### config.mk
export PLATFORM = sky130hd
export DESIGN_NAME = tuple_dump_field_extractor
export DESIGN_NICKNAME = d
export VERILOG_FILES = /design/src/design/tdfe_pkg.sv /design/src/design/tdfe_core.sv /design/src/design/tuple_dump_field_extractor.sv
export VERILOG_INCLUDE_DIRS = /design/src /design/src/design
export SDC_FILE = /design/constraint.sdc
export NUM_CORES = 1
export LEC_CHECK = 0
export BUFFER_PORTS_ARGS = -buffer_cell sky130_fd_sc_hd__buf_4
export CAP_MARGIN = 10
export CORE_MARGIN = 10
export CORE_UTILIZATION = 59
export DETAILED_ROUTE_END_ITERATION = 8
export GPL_ROUTABILITY_DRIVEN = 0
export GPL_TIMING_DRIVEN = 0
export HOLD_SLACK_MARGIN = 0.08
export PLACE_DENSITY = 0.8
export SETUP_SLACK_MARGIN = 0.02
export SYNTH_ARGS = -nofsm -noshare
export SYNTH_HDL_FRONTEND = slang
export SYNTH_SLANG_ARGS = --single-unit
### constraint.sdc
create_clock -name clock -period 5.3 [get_ports clock]
set_input_delay 0.795 -clock clock [delete_from_list [all_inputs] [get_ports clock]]
set_output_delay 0.795 -clock clock [all_outputs]
set_load 0.01 [all_outputs]
### src/design/tuple_dump_field_extractor_assert.svh
// assertion macros for the tuple dump field extractor
`ifndef TUPLE_DUMP_FIELD_EXTRACTOR_ASSERT_SVH
`define TUPLE_DUMP_FIELD_EXTRACTOR_ASSERT_SVH

`ifndef SYNTH
`define TDFE_ASSERT(label, clk, rst, prop) \
   label: assert property (@(posedge clk) disable iff (rst) prop) \
      else $error("tdfe assertion failed");
`define TDFE_ASSERT_RST(label, clk, prop) \
   label: assert property (@(posedge clk) prop) \
      else $error("tdfe reset assertion failed");
`else
`define TDFE_ASSERT(label, clk, rst, prop)
`define TDFE_ASSERT_RST(label, clk, prop)
`endif

`endif

### src/design/tdfe_pkg.sv
// shared constants and types for the tuple dump field extractor
package tdfe_pkg;

   localparam int ByteWidth = 8;

   localparam logic [7:0] CH_OPEN    = 8'h28;
   localparam logic [7:0] CH_CLOSE   = 8'h29;
   localparam logic [7:0] CH_COMMA   = 8'h2C;
   localparam logic [7:0] CH_QUOTE   = 8'h27;
   localparam logic [7:0] CH_BSLASH  = 8'h5C;
   localparam logic [7:0] CH_PERCENT = 8'h25;
   localparam logic [7:0] CH_SPACE   = 8'h20;
   localparam logic [7:0] CH_UNDER   = 8'h5F;
   localparam logic [7:0] CH_NEWLINE = 8'h0A;
   localparam logic [7:0] DIGIT_BAD  = 8'hFF;

   localparam logic [2:0] PEND_NONE  = 3'd0;
   localparam logic [2:0] PEND_ESC   = 3'd1;
   localparam logic [2:0] PEND_HEX1  = 3'd2;
   localparam logic [2:0] PEND_HEX2  = 3'd3;
   localparam logic [2:0] PEND_SKIP1 = 3'd4;
   localparam logic [2:0] PEND_SKIP2 = 3'd5;

   localparam logic [2:0] PHASE_OPEN   = 3'd0;
   localparam logic [2:0] PHASE_FIRST  = 3'd1;
   localparam logic [2:0] PHASE_SECOND = 3'd2;
   localparam logic [2:0] PHASE_THIRD  = 3'd3;
   localparam logic [2:0] PHASE_FOURTH = 3'd4;
   localparam logic [2:0] PHASE_CLOSE  = 3'd5;

   typedef struct packed {
      logic       valid;
      logic [7:0] data;
   } tdfe_result_type;

   function automatic logic [7:0] digit_of(input logic [7:0] b);
      logic [7:0] d;
      d = DIGIT_BAD;
      if (b inside {[8'h30:8'h39]}) d = b - 8'h30;
      else if (b inside {[8'h41:8'h46]}) d = b - 8'h37;
      else if (b inside {[8'h61:8'h66]}) d = b - 8'h57;
      return d;
   endfunction

endpackage

### src/design/tdfe_core.sv
// parser state registers and per-byte step logic
module tdfe_core
   import tdfe_pkg::*;
(
   input  logic            clock,
   input  logic            reset,
   input  logic            advance,
   input  logic [7:0]      in_byte,
   output tdfe_result_type result
);

`include "tuple_dump_field_extractor_assert.svh"

   logic [2:0] phase_ff, phase_in;
   logic [2:0] pend_ff, pend_in;
   logic [7:0] high_ff, high_in;
   logic [7:0] low_digit;
   logic [7:0] decoded;

   assign low_digit = digit_of(in_byte);
   assign decoded   = {high_ff[3:0], 4'b0000} + low_digit;

   always_comb begin
      phase_in     = phase_ff;
      pend_in      = PEND_NONE;
      high_in      = high_ff;
      result.valid = 1'b0;
      result.data  = in_byte;
      case (pend_ff)
         PEND_ESC: begin
            result.valid = 1'b1;
         end
         PEND_HEX1: begin
            high_in = low_digit;
            pend_in = PEND_HEX2;
         end
         PEND_HEX2: begin
            result.valid = 1'b1;
            result.data  = (decoded == CH_SPACE) ? CH_UNDER : decoded;
         end
         PEND_SKIP1: begin
            pend_in = PEND_NONE;
         end
         PEND_SKIP2: begin
            pend_in = PEND_SKIP1;
         end
         default: begin
            if (in_byte == CH_BSLASH) begin
               pend_in = PEND_ESC;
            end else if (in_byte == CH_PERCENT) begin
               pend_in = PEND_HEX1;
            end else begin
               case (phase_ff)
                  PHASE_OPEN: begin
                     if (in_byte == CH_OPEN) phase_in = PHASE_FIRST;
                  end
                  PHASE_FIRST: begin
                     if (in_byte == CH_COMMA) begin
                        phase_in = PHASE_SECOND;
                        pend_in  = PEND_SKIP1;
                     end
                  end
                  PHASE_SECOND: begin
                     result.valid = 1'b1;
                     if (in_byte == CH_QUOTE) begin
                        phase_in    = PHASE_THIRD;
                        pend_in     = PEND_SKIP2;
                        result.data = CH_SPACE;
                     end
                  end
                  PHASE_THIRD: begin
                     result.valid = 1'b1;
                     if (in_byte == CH_QUOTE) begin
                        phase_in    = PHASE_FOURTH;
                        pend_in     = PEND_SKIP1;
                        result.data = CH_SPACE;
                     end
                  end
                  PHASE_FOURTH: begin
                     result.valid = 1'b1;
                     if (in_byte == CH_COMMA) begin
                        phase_in    = PHASE_CLOSE;
                        result.data = CH_NEWLINE;
                     end
                  end
                  PHASE_CLOSE: begin
                     if (in_byte == CH_CLOSE) phase_in = PHASE_OPEN;
                  end
                  default: begin
                     phase_in = phase_ff;
                  end
               endcase
            end
         end
      endcase
   end

   always_ff @(posedge clock) begin
      if (reset) begin
         phase_ff <= PHASE_OPEN;
         pend_ff  <= PEND_NONE;
         high_ff  <= 8'h00;
      end else if (advance) begin
         phase_ff <= phase_in;
         pend_ff  <= pend_in;
         high_ff  <= high_in;
      end
   end

   // skipped bytes never produce output
   `TDFE_ASSERT(a_skip_silent, clock, reset, advance && (pend_ff == PEND_SKIP1 || pend_ff == PEND_SKIP2) |-> !result.valid)
   // a completed hex pair always produces a byte
   `TDFE_ASSERT(a_hex_emits, clock, reset, advance && pend_ff == PEND_HEX2 |-> result.valid)
   // phase holds while a byte is pending
   `TDFE_ASSERT(a_phase_hold, clock, reset, advance && pend_ff != PEND_NONE |=> $stable(phase_ff))

endmodule

### src/design/tuple_dump_field_extractor.sv
// tuple dump field extractor top level: input register, step logic, output register
// path: a byte's result, if any, reaches rsp_ through the input and output registers
// throughput: one byte per cycle, limited only by rsp_stall through the output register
// reset: synchronous, clears the parser state and both pipeline valid flags
// the output register loads the core's combinational result when the core state advances
module tuple_dump_field_extractor
   import tdfe_pkg::*;
(
   input  logic       clock,
   input  logic       reset,
   input  logic       req_valid,
   output logic       req_stall,
   input  logic [7:0] req_in_byte,
   output logic       rsp_valid,
   input  logic       rsp_stall,
   output logic [7:0] rsp_out_byte
);

`include "tuple_dump_field_extractor_assert.svh"

   logic                 in_vld_ff, in_vld_in;
   logic [ByteWidth-1:0] in_byte_ff;
   logic                 out_vld_ff, out_vld_in;
   logic [ByteWidth-1:0] out_byte_ff;
   logic                 advance;
   logic                 req_xfer;
   tdfe_result_type      result;

   assign advance   = in_vld_ff && (!out_vld_ff || !rsp_stall);
   assign req_stall = in_vld_ff && !advance;
   assign req_xfer  = req_valid && !req_stall;

   tdfe_core u_core (
      .clock   (clock),
      .reset   (reset),
      .advance (advance),
      .in_byte (in_byte_ff),
      .result  (result)
   );

   always_comb begin
      in_vld_in = in_vld_ff;
      if (req_xfer) in_vld_in = 1'b1;
      else if (advance) in_vld_in = 1'b0;
      out_vld_in = out_vld_ff;
      if (advance) out_vld_in = result.valid;
      else if (!rsp_stall) out_vld_in = 1'b0;
   end

   always_ff @(posedge clock) begin
      if (reset) begin
         in_vld_ff  <= 1'b0;
         out_vld_ff <= 1'b0;
      end else begin
         in_vld_ff  <= in_vld_in;
         out_vld_ff <= out_vld_in;
      end
   end

   always_ff @(posedge clock) begin
      if (req_xfer) in_byte_ff <= req_in_byte;
      if (advance && result.valid) out_byte_ff <= result.data;
   end

   assign rsp_valid    = out_vld_ff;
   assign rsp_out_byte = out_byte_ff;

   // pipeline empty after reset
   `TDFE_ASSERT_RST(a_reset_empty, clock, reset |=> !rsp_valid && !in_vld_ff)
   // no stall toward the source without a byte held
   `TDFE_ASSERT(a_stall_held, clock, reset, req_stall |-> in_vld_ff)
   // a stalled output is never overwritten
   `TDFE_ASSERT(a_no_overwrite, clock, reset, rsp_valid && rsp_stall |-> !advance)

endmodule
==> results of run 1 <==
==> cells in the final DEF (no fill, tap or decap), types with 3 or more instances in the layout <==
cell      count
mux2_2        3
a31oi_1       7
nand2b_1      5
nor2b_1       5
inv_1        12
o21ai_0      13
nand4_1       3
nand3_1       3
a21o_1        3
a21oi_1      28
buf_4        21
edfxtp_1     16
a211oi_1      4
nor3_1        5
nor2_1       33
dfxtp_1      12
ha_1         12
nand2_1      19
xnor2_1       4
clkbuf_4      3
and3_1        4
clkbuf_1     15
==> metal layers <==
layer	up-vias	share of wire	track usage
met5	-	0	0
met4	0	0.0038	0.0335
met3	2	0.058	0.0256
met2	67	0.47	0.262
met1	880	0.46	0.211
li1	992	-	-
==> kinds of logic (layout without fill, tap and decap cells) <==
family / Yosys count / in the layout / share of synthesized area
adder cells (fa/ha/maj): 15 / 15 / 0.0892
AO/OA/AOI/OAI: 81 / 81 / 0.246
flip-flops: 28 / 28 / 0.338
XOR/XNOR: 5 / 5 / 0.0205
buffers and inverters: 30 / 56 / 0.0599
multiplexers: 4 / 4 / 0.0205
AND/OR/NAND/NOR: 95 / 95 / 0.225
==> cells in the mapped netlist (5+ instances only) <==
cell      count  area share
nor2_1       33       0.058
a21oi_1      28       0.066
nand2_1      19       0.033
edfxtp_1     16        0.23
clkbuf_1     15       0.026
o21ai_0      13       0.031
dfxtp_1      12        0.11
ha_1         12       0.070
inv_1        12       0.021
a31oi_1       7       0.021
nand2b_1      5       0.015
nor2b_1       5       0.015
nor3_1        5       0.012
==> per-stage QoR <==
step	hold WS [ps]	cell area (um^2)	power [mW]	cells
after floorplan	454	2130	0.298	258
after global placement	473	2350	0.319	325
after detailed placement	486	2350	0.321	325
after CTS	507	2380	0.422	329
after global routing	547	2390	0.441	330
final	509	2390	0.422	330
==> sequential cells by signal, indices dropped and copies added (netlist names) <==
register         count
rsp_valid            1
rsp_out_byte         8
u_core.pend_ff       3
in_vld_ff            1
u_core.phase_ff      3
in_byte_ff           8
u_core.high_ff       4
==> tightest hold or removal path, delay by kind of cell (launching register included) <==
family / cells / cell delay, ps
AND/OR/NAND/NOR: 1 / 70
flip-flops: 1 / 350
AO/OA/AOI/OAI: 1 / 60
==> report_power, final <==
part	internal [mW]	leakage (nW)	switching (mW)	total, mW
clock network	0.0420	0.0210	0.0623	0.104
registers	0.236	0.248	0.00439	0.240
logic	0.0325	0.641	0.0454	0.0779
total	0.310	0.909	0.112	0.422
==> layout make-up <==
class / count / area share
buffer: 18 / 0.0346
sequential: 28 / 0.302
inverter: 12 / 0.0189
multi-input combinational: 200 / 0.537
tap: 46 / 0.0241
clock buffer: 4 / 0.0152
timing repair buffer: 22 / 0.0681
==> worst min path at each step <==
stage / endpoint / from / cells after the start
after CTS: u_core.high_ff[2] / u_core.high_ff[2] / 2
after floorplan: u_core.high_ff[2] / u_core.high_ff[2] / 2
after detailed placement: u_core.high_ff[2] / u_core.high_ff[2] / 2
final: u_core.high_ff[2] / u_core.high_ff[2] / 2
after global routing: u_core.high_ff[3] / u_core.high_ff[3] / 2
after global placement: u_core.high_ff[2] / u_core.high_ff[2] / 2
==> summary.txt, run 1 <==
Cells and area
  – FF/Latch Area: 721 um^2
  – Final net count: 310
  – Layout cells sized above 1: 0.137
  – Multi-input gate area: 0.00128 mm^2
  – Synthesis-to-layout area growth: 12.0%
  – Utilization after layout: 0.699
  – Diodes inserted: 0
  – FILL cells: 291

Critical path
  – Critical path type: reg2reg
  – Critical path, cell by cell: clkbuf_1 -> inv_1 -> ha_1 -> nor4b_1 -> o21ai_0 -> o21ai_0 -> nand2_1 -> nand2_1 -> a21oi_1 -> a31oi_1 -> ha_1 -> inv_1 -> fa_1 -> xnor2_1 -> nor3_1 -> o21ai_0 -> a211oi_2 -> nand3_2 -> a21o_1
  – Worst path slowest cell: edfxtp_1
  – CP max stage delay: 420 ps
  – R2r worst-path depth: 19
  – Worst setup path startpoint: in_byte_ff[1]
  – Critical path endpoint: rsp_out_byte[5]
  – FF-to-FF Start: in_byte_ff[1]
  – Setup crit end kind: register
  – CP startpoint kind: register
  – Most frequent CP cell: o21ai_0
  – Number of buffers and inverters on the critical path: 3
  – R2R setup slack: 630 ps
  – Critical Path RT: 5400 ps
  – Reg2reg end: rsp_out_byte[5]
  – Cell family with most CP delay: compound AO/OA/AOI/OAI gates
  – Worst EP arrival: 4770 ps
  – CP Max Fanout: 8
  – Worst path depth: 19

Timing
  – Slew @ Worst Pin: 637 ps
  – Final-report max-slew violation count: 0
  – Finish-stage setup viols: 0
  – Worst clock skew: 4.60 ps
  – Final Hold Fails: 0
  – RSZ-0062 raised after global routing: false
  – Final Critical Period: 4670 ps
  – Tcrit/Tclk final: 0.882
  – Setup_tns: 0 ps
  – PnR worst setup slack: 628 ps
  – Fmax: 214 MHz
  – Max-slew headroom: 0.575

Min path
  – Hold WC Path Type: reg2reg

Routing
  – Initial drt markers: 192
  – DRT Pass-1 Iters: 4
  – DR vias: 1941
  – Avg Vias per Cell: 5.88
  – Final wirelength: 4980 um
  – ANT nets after route: 0
  – DRC: 0
  – WL/cell: 15.1 um

Die
  – Core Rows: 21
  – IO Pins: 22
  – Die Wd: 80.1 um
  – Core area: 0.00342 mm^2
  – Initial Util: 0.624
  – Die Area: 0.00642 mm^2
  – Die height: 80.1 um

Run status
  – Status: completed

Clock tree
  – H-tree depth: 1
  – CTS resizes: 0
  – Number of buffers created by CTS: 3
  – Root Driver: clkbuf_4
  – CTS tree: built
  – CTS Buffer Depth: 2
  – Clk Latency, worst-skew pair: 320 ps
  – Hold_buf cts: 0
  – CTS Sinks: 28
  – Worst-path clk slew: 150 ps
  – Post-CTS Setup Inserts: 0

Yosys
  – Netlist cell types: 61
  – Seq/Total Area, Yosys: 0.338
  – Cell count after synthesis: 258
  – Fraction of registers with async set/reset: 0
  – Post-Syn Area: 0.00213 mm^2
  – Number of synthesized flops with an enable pin: 16
  – Syn Nets: 283
  – Yosys reg bits: 28
  – Ys flop type: edfxtp_1
  – Syn avg cell area: 8.26 um^2
  – Synth warn: 0

Placed design
  – Setup WS pre-CTS: 712 ps
  – PortBufs: 21
  – Post-DP HPWL: 3890 um

GRT
  – Initial antenna violation count: 0
  – First-pass GRT wire length: 8400 um
  – Vias in the first global route: 1829
  – Total track usage: 0.159
  – Grt ovf: 0
  – Pin count of the biggest net entering global routing: 16

Run
  – Max Cap Viol: 0

Pwr
  – Maximum vdd drop: 0.000103 V
  – Power per cell area: 177 mW/mm^2
  – Static Leak: 0.909 nW
(Power assumes the default switching activity.)
==> run 2, diff against run 1 <==
--- a/config.mk
+++ b/config.mk
@@ -8,7 +8,8 @@
 export LEC_CHECK = 0
 export BUFFER_PORTS_ARGS = -buffer_cell sky130_fd_sc_hd__buf_4
 export CAP_MARGIN = 10
-export CORE_MARGIN = 10
+export CORE_ASPECT_RATIO = 0.8
+export CORE_MARGIN = 4
 export CORE_UTILIZATION = 59
 export DETAILED_ROUTE_END_ITERATION = 8
 export GPL_ROUTABILITY_DRIVEN = 0
==> summary.txt, run 2 (synthesis results as in run 1) <==
Run status
  – Status: completed (unchanged)

Clock tree
  – CTS Sinks: 28 (unchanged)
  – Clk Latency, worst-skew pair: 270 ps (was 320 ps)
  – H-tree depth: 1 (unchanged)
  – Worst-path clk slew: 90 ps (was 150 ps)
  – Number of buffers created by CTS: 3 (unchanged)
  – Root Driver: clkbuf_8 (was clkbuf_4)
  – CTS tree: built (unchanged)
  – CTS Buffer Depth: 2 (unchanged)
  – Post-CTS Setup Inserts: 0 (unchanged)
  – Hold_buf cts: 0 (unchanged)
  – CTS resizes: 0 (unchanged)

Routing
  – DR vias: 1966 (was 1941)
  – Initial drt markers: 113 (was 192)
  – Avg Vias per Cell: 6.05 (was 5.88)
  – DRT Pass-1 Iters: 4 (unchanged)
  – DRC: 0 (unchanged)
  – WL/cell: 14.5 um (was 15.1 um)
  – ANT nets after route: 0 (unchanged)
  – Final wirelength: 4700 um (was 4980 um)

GRT
  – Vias in the first global route: 1671 (was 1829)
  – Initial antenna violation count: 0 (unchanged)
  – First-pass GRT wire length: 7620 um (was 8400 um)
  – Grt ovf: 0 (unchanged)
  – Total track usage: 0.215 (was 0.159)
  – Pin count of the biggest net entering global routing: 15 (was 16)

Cells and area
  – Layout cells sized above 1: 0.134 (was 0.137)
  – FILL cells: 281 (was 291)
  – Most common cell after layout, fill and taps aside: nor2_1 (unchanged)
  – Synthesis-to-layout area growth: 12.0% (unchanged)
  – FF/Latch Area: 721 um^2 (unchanged)
  – Final net count: 310 (unchanged)
  – Final instance area: 0.00239 mm^2 (unchanged)
  – Most frequent cells in the layout: nor2_1 (33), a21oi_1 (28), buf_4 (21) (unchanged)
  – Diodes inserted: 0 (unchanged)
  – Multi-input gate area: 0.00128 mm^2 (unchanged)

Pwr
  – Int Pwr: 0.319 mW (was 0.310 mW)
  – Switching share of total power: 0.259 (was 0.265)
  – Sequential Power Share: 0.557 (was 0.569)
  – Switching power: 0.111 mW (was 0.112 mW)
  – Logic pwr share: 0.180 (was 0.184)
  – Maximum vdd drop: 0.000133 V (was 0.000103 V)
  – Total power: 0.431 mW (was 0.422 mW)
  – Static Leak: 0.910 nW (was 0.909 nW)
  – Power per cell area: 180 mW/mm^2 (was 177 mW/mm^2)
  – Clk pwr share: 0.263 (was 0.247)

Min path
  – Hold_sp: u_core.high_ff[2] (unchanged)
  – Hold WC Path Type: reg2reg (unchanged)
  – Hold Crit Depth: 2 (unchanged)
  – Sink of the worst hold path: u_core.high_ff[2] (unchanged)

Critical path
  – Setup crit end kind: register (unchanged)
  – R2R setup slack: 660 ps (was 630 ps)
  – CP max stage delay: 410 ps (was 420 ps)
  – Worst setup path startpoint: in_byte_ff[1] (unchanged)
  – CP Max Fanout: 8 (unchanged)
  – Cell family with most CP delay: compound AO/OA/AOI/OAI gates (unchanged)
  – Critical path type: reg2reg (unchanged)
  – Critical Path RT: 5340 ps (was 5400 ps)
  – Number of buffers and inverters on the critical path: 3 (unchanged)
  – FF-to-FF Start: in_byte_ff[1] (unchanged)
  – Worst path slowest cell: nor4b_1 (was edfxtp_1)
  – Critical path, cell by cell: clkbuf_1 -> inv_1 -> ha_1 -> nor4b_1 -> o21ai_0 -> o21ai_0 -> nand2_1 -> nand2_1 -> a21oi_1 -> a31oi_1 -> ha_1 -> inv_1 -> fa_1 -> xnor2_1 -> nor3_1 -> o21ai_0 -> a211oi_2 -> nand3_2 -> a21o_1 (unchanged)
  – Most frequent CP cell: o21ai_0 (unchanged)
  – R2r worst-path depth: 19 (unchanged)
  – Worst EP arrival: 4680 ps (was 4770 ps)
  – CP startpoint kind: register (unchanged)
  – Reg2reg end: rsp_out_byte[5] (unchanged)

Die
  – Die Area: 0.00465 mm^2 (was 0.00642 mm^2)
  – Initial Util: 0.619 (was 0.624)
  – Core area: 0.00345 mm^2 (was 0.00342 mm^2)
  – Core Rows: 19 (was 21)
  – Die height: 61.8 um (was 80.1 um)
  – Die Wd: 75.2 um (was 80.1 um)
  – IO Pins: 22 (unchanged)

Run
  – Max Cap Viol: 0 (unchanged)

Timing
  – RSZ-0062 raised after global routing: false (unchanged)
  – Worst clock skew: 1.39 ps (was 4.60 ps)
  – Tcrit/Tclk final: 0.876 (was 0.882)
  – Finish-stage setup viols: 0 (unchanged)
  – Fmax: 215 MHz (was 214 MHz)
  – Final Critical Period: 4640 ps (was 4670 ps)
  – Slew @ Worst Pin: 673 ps (was 637 ps)
  – Final-report max-slew violation count: 0 (unchanged)
  – Setup_tns: 0 ps (unchanged)
  – Max-slew headroom: 0.550 (was 0.575)
  – Final Hold Fails: 0 (unchanged)

Placed design
  – Post-DP HPWL: 3620 um (was 3890 um)
  – Dpl cell area: 0.00234 mm^2 (was 0.00235 mm^2)
  – PortBufs: 21 (unchanged)
[run 2: changes by cell type in the layout (fill, tap and decap cells not counted)]
cell,change
clkbuf_4,-3
clkbuf_8,+2
[run 2: final cells by class]
cell class,count,share of cell area
buffer,18,0.0346
clock buffer,3,0.0173
inverter,12,0.0189
multi-input combinational,200,0.537
sequential,28,0.302
tap,42,0.0220
timing repair buffer,22,0.0681
[run 2: through the flow]
step                      setup WS [ps]  hold WS [ps]   util  std cells
final                               659           489  0.693        325
after global routing                255           508  0.693        325
after CTS                           686           486  0.691        324
after detailed placement            733           471  0.679        321
after global placement              791           471  0.679        321
after floorplan                    1530           454      -        258
[run 2: metal layers]
metal	track usage	share of wire
met2	0.340	0.44
met4	0.0574	0.0060
met3	0.0418	0.069
met1	0.305	0.48
met5	0	0
[run 2: power by group through the flow]
stage	sequential, mW	combinational, mW	clock [mW]
after detailed placement	0.245	0.0759	0
final	0.240	0.0775	0.113
after global placement	0.245	0.0747	0
after CTS	0.240	0.0766	0.115
after floorplan	0.244	0.0536	0
after global routing	0.240	0.0862	0.122
[run 2: worst max-delay path by stage]
stage                      end  slack [ps]  depth (start not counted)
6_report       rsp_out_byte[5]         660                         19
2_1_floorplan  rsp_out_byte[5]        1530                         19
3_3_place_gp   rsp_out_byte[5]         790                         18
3_5_place_dp   rsp_out_byte[5]         730                         18
4_1_cts        rsp_out_byte[5]         690                         18
5_1_grt        rsp_out_byte[5]         250                         19
[run 2: tightest hold or removal path, cell delays in order (launching register included)]
cell and delay, ps:
dfxtp_1 320, nand2b_1 70, a21oi_1 60
